===== src/sv/smx_pkg.sv =====
`timescale 1ns / 1ps
// shared constants, codes and control types of the splitmix generator
package smx_pkg;

  localparam int unsigned DataW   = 64;
  localparam int unsigned HalfW   = 32;
  localparam int unsigned OpW     = 2;
  localparam int unsigned BoundW  = 32;
  localparam int unsigned ProbW   = 54;
  localparam int unsigned FracW   = 53;
  localparam int unsigned DivCntW = 6;

  localparam int unsigned ShiftPre  = 30;
  localparam int unsigned ShiftMid  = 27;
  localparam int unsigned ShiftPost = 31;
  localparam int unsigned UnitShift = DataW - FracW;

  localparam logic [DataW-1:0] GoldenStep = 64'h9e37_79b9_7f4a_7c15;
  localparam logic [DataW-1:0] MixMulA    = 64'hbf58_476d_1ce4_e5b9;
  localparam logic [DataW-1:0] MixMulB    = 64'h94d0_49bb_1331_11eb;

  typedef enum logic [OpW-1:0] {
    OP_RAW     = 2'd0,
    OP_BOUNDED = 2'd1,
    OP_UNIT    = 2'd2,
    OP_CHANCE  = 2'd3
  } smx_op_e;

  typedef enum logic [1:0] {
    MUL_LL = 2'd0,
    MUL_LH = 2'd1,
    MUL_HL = 2'd2
  } smx_mul_e;

  typedef struct packed {
    logic     latch;
    logic     advance;
    logic     mul_en;
    smx_mul_e mul_sel;
    logic     acc_load;
    logic     acc_add;
    logic     use_mul_b;
    logic     xor_shift;
    logic     div_init;
    logic     div_step;
    logic     res_load;
  } smx_cmd_t;

  typedef struct packed {
    smx_op_e op;
    logic    in_zero_bound;
  } smx_status_t;

endpackage


===== src/sv/smx_if.sv =====
`timescale 1ns / 1ps
// request and result channel interfaces of the splitmix generator
interface smx_req_if;
  import smx_pkg::*;
  logic              valid;
  logic              ready;
  logic [OpW-1:0]    op;
  logic [BoundW-1:0] bound;
  logic [ProbW-1:0]  probability;

  modport source (output valid, output op, output bound, output probability, input ready);
  modport sink   (input valid, input op, input bound, input probability, output ready);
endinterface

interface smx_rsp_if;
  import smx_pkg::*;
  logic             valid;
  logic             ready;
  logic [DataW-1:0] value;
  logic             hit;

  modport source (output valid, output value, output hit, input ready);
  modport sink   (input valid, input value, input hit, output ready);
endinterface


===== src/sv/splitmix_random_generator_core.sv =====
`timescale 1ns / 1ps
// splitmix64 generator with raw, bounded, unit-fraction and chance requests
//
// channels: req_i carries op, bound and probability; rsp_o carries value and hit,
// both valid/ready, one transfer on each edge where valid and ready are high.
// cfg_we_i with cfg_seed_i loads the counter with seed plus the golden step;
// write it only while no request is in flight.
// one request is worked at a time. after a request transfer the controller
// advances the counter, runs the two mix rounds and loads the result into the
// output register; bounded with a nonzero bound first runs the one-bit-per-cycle
// remainder unit over the mixed value, and a zero bound skips to the result load.
// the two 64-bit multiplies share one 32x32 multiplier, three partial
// products each.
// req_i.ready is high while the controller is idle, also while an earlier
// result waits in the output register; if the receiver stalls, the next
// result waits until that register is taken.
// reset puts the counter at the golden step (seed zero) and empties the output.
module splitmix_random_generator_core (
  input  logic                      clk_i,
  input  logic                      rst_ni,
  smx_req_if.sink                   req_i,
  smx_rsp_if.source                 rsp_o,
  input  logic                      cfg_we_i,
  input  logic [smx_pkg::DataW-1:0] cfg_seed_i
);
  import smx_pkg::*;

  smx_cmd_t    cmd;
  smx_status_t status;

  smx_ctrl u_ctrl (
    .clk_i       (clk_i),
    .rst_ni      (rst_ni),
    .in_valid_i  (req_i.valid),
    .in_ready_o  (req_i.ready),
    .out_valid_o (rsp_o.valid),
    .out_ready_i (rsp_o.ready),
    .status_i    (status),
    .cmd_o       (cmd)
  );

  smx_dp u_dp (
    .clk_i      (clk_i),
    .rst_ni     (rst_ni),
    .cfg_we_i   (cfg_we_i),
    .cfg_seed_i (cfg_seed_i),
    .in_op_i    (req_i.op),
    .in_bound_i (req_i.bound),
    .in_prob_i  (req_i.probability),
    .cmd_i      (cmd),
    .status_o   (status),
    .value_o    (rsp_o.value),
    .hit_o      (rsp_o.hit)
  );

endmodule


===== src/sv/smx_dp.sv =====
`timescale 1ns / 1ps
// datapath: counter, shared 32x32 multiplier, bit-serial modulo and result register
module smx_dp (
  input  logic                       clk_i,
  input  logic                       rst_ni,
  input  logic                       cfg_we_i,
  input  logic [smx_pkg::DataW-1:0]  cfg_seed_i,
  input  logic [smx_pkg::OpW-1:0]    in_op_i,
  input  logic [smx_pkg::BoundW-1:0] in_bound_i,
  input  logic [smx_pkg::ProbW-1:0]  in_prob_i,
  input  smx_pkg::smx_cmd_t          cmd_i,
  output smx_pkg::smx_status_t       status_o,
  output logic [smx_pkg::DataW-1:0]  value_o,
  output logic                       hit_o
);
  import smx_pkg::*;

  logic [DataW-1:0]  counter_q, counter_d;
  logic [DataW-1:0]  ctr_next;
  logic [DataW-1:0]  z_q, z_d;
  logic [DataW-1:0]  acc_q, acc_d;
  logic [DataW-1:0]  prod_q, prod_d;
  logic [HalfW-1:0]  mul_a, mul_b;
  logic [DataW-1:0]  mul_k;
  logic [DataW-1:0]  acc_mixed;
  logic [BoundW-1:0] rem_q, rem_d;
  logic [BoundW:0]   rem_sh;
  smx_op_e           op_q;
  logic [BoundW-1:0] bound_q;
  logic [ProbW-1:0]  prob_q;
  logic [FracW-1:0]  frac;
  logic [DataW-1:0]  value_q, value_d;
  logic              hit_q, hit_d;

  assign ctr_next = counter_q + GoldenStep;
  assign mul_k    = cmd_i.use_mul_b ? MixMulB : MixMulA;

  always_comb begin
    case (cmd_i.mul_sel)
      MUL_LL: begin
        mul_a = z_q[HalfW-1:0];
        mul_b = mul_k[HalfW-1:0];
      end
      MUL_LH: begin
        mul_a = z_q[HalfW-1:0];
        mul_b = mul_k[DataW-1:HalfW];
      end
      MUL_HL: begin
        mul_a = z_q[DataW-1:HalfW];
        mul_b = mul_k[HalfW-1:0];
      end
      default: begin
        mul_a = '0;
        mul_b = '0;
      end
    endcase
  end

  assign prod_d    = DataW'(mul_a) * DataW'(mul_b);
  assign acc_mixed = cmd_i.use_mul_b ? (acc_q ^ (acc_q >> ShiftPost))
                                     : (acc_q ^ (acc_q >> ShiftMid));

  always_comb begin
    acc_d = acc_q;
    if (cmd_i.acc_load) begin
      acc_d = prod_q;
    end else if (cmd_i.acc_add) begin
      acc_d = acc_q + {prod_q[HalfW-1:0], {HalfW{1'b0}}};
    end
  end

  assign rem_sh = {rem_q, z_q[DataW-1]};

  always_comb begin
    rem_d = rem_q;
    if (cmd_i.latch || cmd_i.div_init) begin
      rem_d = '0;
    end else if (cmd_i.div_step) begin
      if (rem_sh >= {1'b0, bound_q}) begin
        rem_d = BoundW'(rem_sh - {1'b0, bound_q});
      end else begin
        rem_d = rem_sh[BoundW-1:0];
      end
    end
  end

  always_comb begin
    z_d = z_q;
    if (cmd_i.advance) begin
      z_d = ctr_next ^ (ctr_next >> ShiftPre);
    end else if (cmd_i.xor_shift) begin
      z_d = acc_mixed;
    end else if (cmd_i.div_step) begin
      z_d = {z_q[DataW-2:0], 1'b0};
    end
  end

  always_comb begin
    counter_d = counter_q;
    if (cfg_we_i) begin
      counter_d = cfg_seed_i + GoldenStep;
    end else if (cmd_i.advance) begin
      counter_d = ctr_next;
    end
  end

  assign frac = z_q[DataW-1:UnitShift];

  always_comb begin
    hit_d = 1'b0;
    case (op_q)
      OP_RAW:     value_d = z_q;
      OP_BOUNDED: value_d = DataW'(rem_q);
      OP_UNIT:    value_d = DataW'(frac);
      OP_CHANCE: begin
        value_d = DataW'(frac);
        hit_d   = ({1'b0, frac} < prob_q);
      end
      default:    value_d = '0;
    endcase
  end

  always_ff @(posedge clk_i or negedge rst_ni) begin
    if (!rst_ni) begin
      counter_q <= GoldenStep;
    end else begin
      counter_q <= counter_d;
    end
  end

  always_ff @(posedge clk_i) begin
    z_q    <= z_d;
    acc_q  <= acc_d;
    rem_q  <= rem_d;
    if (cmd_i.mul_en) begin
      prod_q <= prod_d;
    end
    if (cmd_i.latch) begin
      op_q    <= smx_op_e'(in_op_i);
      bound_q <= in_bound_i;
      prob_q  <= in_prob_i;
    end
    if (cmd_i.res_load) begin
      value_q <= value_d;
      hit_q   <= hit_d;
    end
  end

  assign status_o.op            = op_q;
  assign status_o.in_zero_bound = (smx_op_e'(in_op_i) == OP_BOUNDED) && (in_bound_i == '0);
  assign value_o                = value_q;
  assign hit_o                  = hit_q;

endmodule


===== src/sv/smx_ctrl.sv =====
`timescale 1ns / 1ps
// controller: sequences the mix rounds, the modulo and the result handoff
module smx_ctrl (
  input  logic                 clk_i,
  input  logic                 rst_ni,
  input  logic                 in_valid_i,
  output logic                 in_ready_o,
  output logic                 out_valid_o,
  input  logic                 out_ready_i,
  input  smx_pkg::smx_status_t status_i,
  output smx_pkg::smx_cmd_t    cmd_o
);
  import smx_pkg::*;

  typedef enum logic [9:0] {
    S_IDLE = 10'b00_0000_0001,
    S_ADV  = 10'b00_0000_0010,
    S_M0   = 10'b00_0000_0100,
    S_M1   = 10'b00_0000_1000,
    S_M2   = 10'b00_0001_0000,
    S_M3   = 10'b00_0010_0000,
    S_XS   = 10'b00_0100_0000,
    S_FIN  = 10'b00_1000_0000,
    S_DIV  = 10'b01_0000_0000,
    S_DONE = 10'b10_0000_0000
  } smx_state_e;

  smx_state_e         state_q, state_d;
  logic               rnd_q, rnd_d;
  logic [DivCntW-1:0] cnt_q, cnt_d;
  logic               out_valid_q, out_valid_d;

  always_comb begin
    cmd_o   = '0;
    state_d = state_q;
    rnd_d   = rnd_q;
    cnt_d   = cnt_q;
    unique case (state_q)
      S_IDLE: begin
        if (in_valid_i) begin
          cmd_o.latch = 1'b1;
          state_d     = status_i.in_zero_bound ? S_DONE : S_ADV;
        end
      end
      S_ADV: begin
        cmd_o.advance = 1'b1;
        rnd_d         = 1'b0;
        state_d       = S_M0;
      end
      S_M0: begin
        cmd_o.mul_en    = 1'b1;
        cmd_o.mul_sel   = MUL_LL;
        cmd_o.use_mul_b = rnd_q;
        state_d         = S_M1;
      end
      S_M1: begin
        cmd_o.mul_en    = 1'b1;
        cmd_o.mul_sel   = MUL_LH;
        cmd_o.use_mul_b = rnd_q;
        cmd_o.acc_load  = 1'b1;
        state_d         = S_M2;
      end
      S_M2: begin
        cmd_o.mul_en    = 1'b1;
        cmd_o.mul_sel   = MUL_HL;
        cmd_o.use_mul_b = rnd_q;
        cmd_o.acc_add   = 1'b1;
        state_d         = S_M3;
      end
      S_M3: begin
        cmd_o.acc_add = 1'b1;
        state_d       = S_XS;
      end
      S_XS: begin
        cmd_o.xor_shift = 1'b1;
        cmd_o.use_mul_b = rnd_q;
        if (rnd_q) begin
          state_d = S_FIN;
        end else begin
          rnd_d   = 1'b1;
          state_d = S_M0;
        end
      end
      S_FIN: begin
        if (status_i.op == OP_BOUNDED) begin
          cmd_o.div_init = 1'b1;
          cnt_d          = '0;
          state_d        = S_DIV;
        end else begin
          state_d = S_DONE;
        end
      end
      S_DIV: begin
        cmd_o.div_step = 1'b1;
        cnt_d          = cnt_q + 1'b1;
        if (cnt_q == '1) begin
          state_d = S_DONE;
        end
      end
      S_DONE: begin
        if (!out_valid_q || out_ready_i) begin
          cmd_o.res_load = 1'b1;
          state_d        = S_IDLE;
        end
      end
      default: begin
        state_d = S_IDLE;
      end
    endcase
  end

  always_comb begin
    if (cmd_o.res_load) begin
      out_valid_d = 1'b1;
    end else if (out_ready_i) begin
      out_valid_d = 1'b0;
    end else begin
      out_valid_d = out_valid_q;
    end
  end

  always_ff @(posedge clk_i or negedge rst_ni) begin
    if (!rst_ni) begin
      state_q     <= S_IDLE;
      rnd_q       <= 1'b0;
      cnt_q       <= '0;
      out_valid_q <= 1'b0;
    end else begin
      state_q     <= state_d;
      rnd_q       <= rnd_d;
      cnt_q       <= cnt_d;
      out_valid_q <= out_valid_d;
    end
  end

  assign in_ready_o  = (state_q == S_IDLE);
  assign out_valid_o = out_valid_q;

endmodule


===== src/flat_wrapper.sv =====
// flat-port wrapper written by rule: the top's interface ports become plain ports
module splitmix_random_generator_core_flat import smx_pkg::*;
  (clk_i, rst_ni, cfg_we_i, cfg_seed_i, req_i_valid, req_i_op, req_i_bound, req_i_probability, req_i_ready, rsp_o_valid, rsp_o_value, rsp_o_hit, rsp_o_ready);
  smx_req_if req_i_i ();
  smx_rsp_if rsp_o_i ();
  input  logic clk_i;
  input  logic rst_ni;
  input  logic cfg_we_i;
  input  logic [smx_pkg::DataW-1:0] cfg_seed_i;
  input wire logic [$bits(req_i_i.valid)-1:0] req_i_valid;
  input wire logic [$bits(req_i_i.op)-1:0] req_i_op;
  input wire logic [$bits(req_i_i.bound)-1:0] req_i_bound;
  input wire logic [$bits(req_i_i.probability)-1:0] req_i_probability;
  output wire logic [$bits(req_i_i.ready)-1:0] req_i_ready;
  output wire logic [$bits(rsp_o_i.valid)-1:0] rsp_o_valid;
  output wire logic [$bits(rsp_o_i.value)-1:0] rsp_o_value;
  output wire logic [$bits(rsp_o_i.hit)-1:0] rsp_o_hit;
  input wire logic [$bits(rsp_o_i.ready)-1:0] rsp_o_ready;
  assign req_i_i.valid = req_i_valid;
  assign req_i_i.op = req_i_op;
  assign req_i_i.bound = req_i_bound;
  assign req_i_i.probability = req_i_probability;
  assign req_i_ready = req_i_i.ready;
  assign rsp_o_valid = rsp_o_i.valid;
  assign rsp_o_value = rsp_o_i.value;
  assign rsp_o_hit = rsp_o_i.hit;
  assign rsp_o_i.ready = rsp_o_ready;
  splitmix_random_generator_core u_core (.clk_i(clk_i), .rst_ni(rst_ni), .req_i(req_i_i), .rsp_o(rsp_o_i), .cfg_we_i(cfg_we_i), .cfg_seed_i(cfg_seed_i));
endmodule

===== config.mk =====
export PLATFORM = sky130hd
export DESIGN_NAME = splitmix_random_generator_core_flat
export DESIGN_NICKNAME = d
export VERILOG_FILES = /design/src/sv/smx_pkg.sv /design/src/sv/smx_if.sv /design/src/sv/splitmix_random_generator_core.sv /design/src/sv/smx_dp.sv /design/src/sv/smx_ctrl.sv /design/src/flat_wrapper.sv
export SDC_FILE = /design/constraint.sdc
export NUM_CORES = 2
export LEC_CHECK = 0
export BUFFER_PORTS_ARGS = -buffer_cell sky130_fd_sc_hd__clkbuf_2
export CAP_MARGIN = 0
export CORE_AREA = 2 2 289 291
export CTS_CLUSTER_DIAMETER = 150
export CTS_CLUSTER_SIZE = 10
export DETAILED_ROUTE_END_ITERATION = 10
export DIE_AREA = 0 0 291 293
export PLACE_DENSITY = 0.88
export SETUP_SLACK_MARGIN = 0.15
export SLEW_MARGIN = 15
export SYNTH_ARGS = -nofsm -noshare
export SYNTH_HDL_FRONTEND = slang
export SYNTH_SLANG_ARGS = --single-unit

===== constraint.sdc =====
create_clock -name clk_i -period 35.2 [get_ports clk_i]
set_input_delay 5.28 -clock clk_i [delete_from_list [all_inputs] [get_ports clk_i]]
set_output_delay 5.28 -clock clk_i [all_outputs]
set_load 0.01 [all_outputs]

Yosys cells after proc, flatten, opt, wreduce, memory -nomap -nowiden
Index checks and enable logic that the tools add are counted.
Cells by class
  add/subtract/negate cells: 5
  multipliers: 1
  $lt $le $gt $ge: 2
  eq/ne operators: 21
  mux-type cells: 38
  bitwise logic cells: 3
  reductions and logical operators: 20
Operators with widths (number)
  64-bit two-way mux: 8
  64-bit case mux with 3 select lines: 1
  64-bit adder, second input constant: 2
  32-bit case mux with 2 select lines: 2
  10-bit case mux with 10 select lines: 1
  64-bit adder: 1
  32-bit by 32-bit multiplier with 64-bit output: 1
  64-bit by 33-bit XOR with 64-bit output: 1
  64-bit by 34-bit XOR with 64-bit output: 1
  64-bit by 37-bit XOR with 64-bit output: 1
  62-bit two-way mux: 1
  53-bit by 54-bit less-than comparator with 1-bit output: 1
  10-bit two-way mux: 5
  33-bit by 32-bit >= comparator with 1-bit output: 1
  32-bit logical NOT: 1
  32-bit two-way mux: 1
  32-bit subtractor: 1
  1-bit two-way mux: 14
  6-bit case mux with 2 select lines: 1
  10-bit by 1-bit equality test with 1-bit output, second input constant: 1
  10-bit equality test, second input constant: 1
  10-bit by 2-bit equality test with 1-bit output, second input constant: 1
  10-bit by 3-bit equality test with 1-bit output, second input constant: 1
  10-bit by 4-bit equality test with 1-bit output, second input constant: 1
  24 further kinds: 40
Storage, ports and cells
  bits in registers: 459
  logic and storage cells: 104

Logic depth before layout (Yosys ltp)
  depth in word-level cells: 6
  mapped depth: 37

Modules after synthesis
A second synthesis with hierarchy kept.
Unflattened totals
  cells, all modules: 5784
  area, all modules: 56711.9 µm²
Modules (own cells, without submodules)
  smx_dp: instances 1, cells each 5663, area each 55594.6 µm²
  smx_ctrl: instances 1, cells each 121, area each 1117.3 µm²

Least setup slack after synthesis
No wires, ideal clock.
  kind: register to register
  start point: reg u_core.u_ctrl.state_q[9]
  end point: reg u_core.u_dp.prod_q[63] (data pin)
  library setup time: 0.259 ns
  arrival: 12.446 ns
  required time: 34.941 ns
  slack: 22.495 ns
  cell stages (with the launch flop): 31
  buffers on the path: 4
  cell sequence: dfrtp_1 nor4_1 nand2_1 or3_1 o21ai_1 o21ai_1 buf_2 clkbuf_1 buf_1 nor2_1 fa_1 fa_1 inv_1 fa_1 fa_1 fa_1 inv_1 fa_1 fa_1 fa_1 ha_1 clkbuf_1 nand4_1 nor3_1 nand4_1 a2111oi_0 nor3_1 o21ai_1 a21oi_1 o211a_1 a211o_1
Between the ends
  longest elaborated chain between the ends: 6
  elaborated cells between the ends (all ways): 16
  those cells by class: mul: 1; eq/ne: 6; mux: 5; reduce/logical: 4
Ends and longest elaborated chain
  from (decl): RTL line smx_ctrl.sv:28  | smx_state_e state_q, state_d;
  from (signal assigned): RTL line smx_ctrl.sv:129  | state_q <= state_d;
  10-bit by 5-bit equality test with 1-bit output (tied with other cells): RTL line smx_ctrl.sv:38  | unique case (state_q)
  3-bit case mux with 3 select lines / 4-bit OR reduction (equally long branches)
  2-bit by 1-bit equality test with 1-bit output (tied with other cells): RTL line smx_dp.sv:39  | case (cmd_i.mul_sel)
  2-bit OR reduction (no source line) / 62-bit two-way mux (equally long branches)
  32-bit case mux with 2 select lines: RTL line smx_dp.sv:39
  32-bit by 32-bit multiplier with 64-bit output (*): RTL line smx_dp.sv:59  | assign prod_d = DataW'(mul_a) * DataW'(mul_b);
  named net u_core.u_dp.prod_d[63]: RTL line smx_dp.sv:22  | logic [DataW-1:0] prod_q, prod_d;
  to (signal assigned): RTL line smx_dp.sv:136  | prod_q <= prod_d;
  to (decl): RTL line smx_dp.sv:22
Mark *: on every way through the listed nets, which the timed path passes. The rest lies on a longest branch.
A chain may end at the register's enable or synchronous reset.

Worst setup path after layout
Ends and elaborated chain as after synthesis.

==> results.yml <==
cells_and_area:
  fin_nets: 7492
  drive_above_1_share: 0.0773
  fillCellCount: 5847
  area_growth_pct: 6.74
  stdcell_count: 7183
clock_tree:
  clock_latency_ps: 600
  root_buffer: "clkbuf_16"
  clkTransAtPathRegs_ps: 60
  cts_tree: "built"
  h-tree-depth: 2
  clock_sinks: 459
  ctsHoldBuffers: 0
  cts_buffers: 51
  cts_setup_buffers: 0
  cts_buffer_depth: 3
  post_cts_resize_count: 0
drt:
  ant_nets: 0
  post_drt_wl_per_cell_um: 27.6
  via_per_inst: 6.52
  dr.pass1.iters: 7
  drc: 0
  routed_wl_um: 199000
  drt_iter0_markers: 5927
  num_vias: 46846
sta:
  relSlewSlack: 0.143
  setup_violations: 0
  fmax_mhz: 81.7
  period_needed_ps: 12240
  rsz0062_at_grt: "no"
  fin_skew_ps: 19.0
  final-max-slew-violation-count: 0
  fin_ws_ps: 22960
  fin_setup_tns_ps: 0
  fin_crit_sh: 0.348
  worst_slew_pin_slew_ps: 1290
  hold_violations: 0
critical_path:
  critPathLaunchType: "flop"
  required_ps: 35540
  cp_max_fo: 47
  slowest_stage: "nor4_1"
  crit_top_cell: "fa_1"
  critical_path.top_delay_family: "adder cells"
  crit_buf_inv: 9
  cp-end-kind: "flop"
  worstPathArrival_ps: 12580
  path_class: "flop to flop"
  crit_path_max_incr_delay_ps: 660
synth:
  yosys_warnings: 0
  ys_async_sr_fraction: 0.179
  yosys-top-cells-area: "fa_1 28%, edfxtp_1 18%, ha_1 10%"
  yosysTopAreaCellShare: 0.285
  yosysUniqueCellTypes: 100
  synth_flop_cell: "edfxtp_1"
  synth_edf_count: 345
  netlist_area_sq_um: 57200
  synth_top_area_cell: "fa_1"
  ys_seq_elements: 459
  syn_avg_cell_area_sq_um: 9.68
  synth_nets: 7342
  syn_inst: 5911
  seq_area_frac_synth: 0.229
status:
  outcome: "finished, final reports clean"
global_route:
  grt_pass1_wl_um: 296000
  grt_pass1_vias: 47847
  grt.met1_usage: 0.607
  use_met3: 0.150
  top_usage_layer: "met2"
  grt_usage: 0.472
  antenna_found_initial: 8
  use_met2: 0.701
  grt_overflow: 0
  grt_max_degree: 119
placed_design:
  dpl.cell_count: 7078
  gp_congestion: 1.12
  dp_slack_ps: 23410
  portBuffers: 223
  dpl.hpwl_um: 162000
floorplanning:
  dieHeight_um: 293
  pin_count: 224
  die_x_um: 291
  rows: 105
  core_area_sq_um: 81800
  initial_utilization: 0.699
  die-area_sq_um: 85300
hold_path:
  hold_path_class: "flop to flop"
flow_run:
  drv_cap: 0
-- synthesized netlist by cell type, types with 39 or more instances --
cell / n
a21oi_1: 228
dfrtp_1: 43
nand2_1: 466
a31oi_1: 42
o21ai_0: 285
nor3_1: 78
fa_1: 813
and2_1: 66
inv_1: 1102
nand3_1: 70
a21o_1: 101
edfxtp_1: 345
nor2_1: 440
xnor2_1: 225
nand2b_1: 43
dfstp_2: 39
nand4_1: 45
a22oi_1: 55
ha_1: 461
mux2i_1: 119
xor2_1: 108
clkbuf_1: 159
-- per-layer routing --
layer	wire length, um	share of wire	up-vias
met5	116	0.00058	-
met4	15600	0.079	8
met3	27900	0.14	848
met2	84800	0.43	3545
met1	70000	0.35	22740
li1	-	-	19705
-- cell type report --
cell class,instances,area (sq um),area share
Antenna cell,10,25.0,0.000410
Clock buffer,93,1460,0.0238
Inverter,1107,4160,0.0681
Timing Repair Buffer,299,1700,0.0279
Multi-Input combinational cell,4143,39200,0.643
Sequential cell,459,13100,0.215
Clock inverter,2,25.0,0.000410
Tap cell,1070,1340,0.0219
-- cells in the final DEF, fill, tap and decap left out, types with 18 or more instances in the layout --
| master | netlist | final |
|---|---|---|
| inv_1 | 1102 | 1101 |
| fa_1 | 813 | 813 |
| nand2_1 | 466 | 465 |
| ha_1 | 461 | 461 |
| nor2_1 | 440 | 439 |
| edfxtp_1 | 345 | 345 |
| o21ai_0 | 285 | 285 |
| a21oi_1 | 228 | 226 |
| xnor2_1 | 225 | 225 |
| clkbuf_2 | 0 | 221 |
| mux2i_1 | 119 | 109 |
| xor2_1 | 108 | 108 |
| a21o_1 | 101 | 101 |
| nor3_1 | 78 | 78 |
| buf_4 | 0 | 76 |
| nand3_1 | 70 | 70 |
| and2_1 | 66 | 66 |
| a22oi_1 | 55 | 55 |
| clkbuf_16 | 0 | 52 |
| nand4_1 | 45 | 45 |
| nand2b_1 | 43 | 43 |
| a31oi_1 | 42 | 42 |
| dfrtp_1 | 43 | 42 |
| clkbuf_1 | 159 | 41 |
| dfstp_2 | 39 | 39 |
| and3_1 | 36 | 36 |
| a211oi_1 | 34 | 34 |
| dfxtp_1 | 32 | 32 |
| or3_1 | 31 | 30 |
| o21ai_1 | 32 | 30 |
| o21bai_1 | 27 | 27 |
| o211ai_1 | 26 | 26 |
| nor2b_1 | 27 | 26 |
| o21a_1 | 23 | 22 |
| nor4_1 | 20 | 20 |
| or2_2 | 18 | 18 |
-- logic make-up after synthesis --
group,synth area share
AOI/OAI and AO/OA,0.112
xor gates and xnor gates,0.0522
adders and majority gates,0.385
buffers and inverters,0.0866
DFF,0.229
muxes,0.0213
and+or+nand+nor,0.114
-- final timing paths --
check | from | slack [ps] | end | cells past startpoint
setup / recovery | u_core.u_ctrl.state_q[9] | 22960 | u_core.u_dp.prod_q[63] | 34
hold / removal | u_core.u_dp.rem_q[1] | 520 | u_core.u_dp.rem_q[1] | 2
setup reg to reg | u_core.u_ctrl.state_q[9] | 22960 | u_core.u_dp.prod_q[63] | 34
hold reg to reg | u_core.u_dp.rem_q[1] | 520 | u_core.u_dp.rem_q[1] | 2
max in group asynchronous | rst_ni | 29510 | u_core.u_dp.counter_q[1] | 2
min in group asynchronous | rst_ni | 4590 | u_core.u_ctrl.cnt_q[5] | 1
-- worst register-to-register path: cells and delay by family (launching register included) --
family	cells	cell delay (ps)
fa+ha+maj	9	4360
flops	1	440
simple gates	8	3430
compound gates	8	1930
buf+inv	9	1820
-- registers in the layout, indices dropped and copies added, names as in the netlist --
register / flops
u_core.u_dp.prob_q: 54
u_core.u_dp.bound_q: 32
u_core.u_dp.acc_q: 64
u_core.u_dp.op_q: 2
u_core.u_dp.counter_q: 64
u_core.u_dp.hit_o: 1
u_core.u_ctrl.rnd_q: 1
u_core.u_ctrl.out_valid_o: 1
u_core.u_dp.z_q: 64
u_core.u_dp.rem_q: 32
u_core.u_ctrl.cnt_q: 6
u_core.u_dp.value_o: 64
u_core.u_ctrl.state_q: 10
u_core.u_dp.prod_q: 64
-- stage by stage --
stage	utilization	hold WS, ps	cell area (sq um)
floorplan	-	459	57200
global placement	0.728	484	59500
detailed placement	0.728	500	59500
CTS	0.746	508	61000
global route	0.746	535	61000
finish	0.746	520	61100
Power is not shown: default switching activity piles up to over one toggle a cycle in this logic, so the estimate is an artifact.
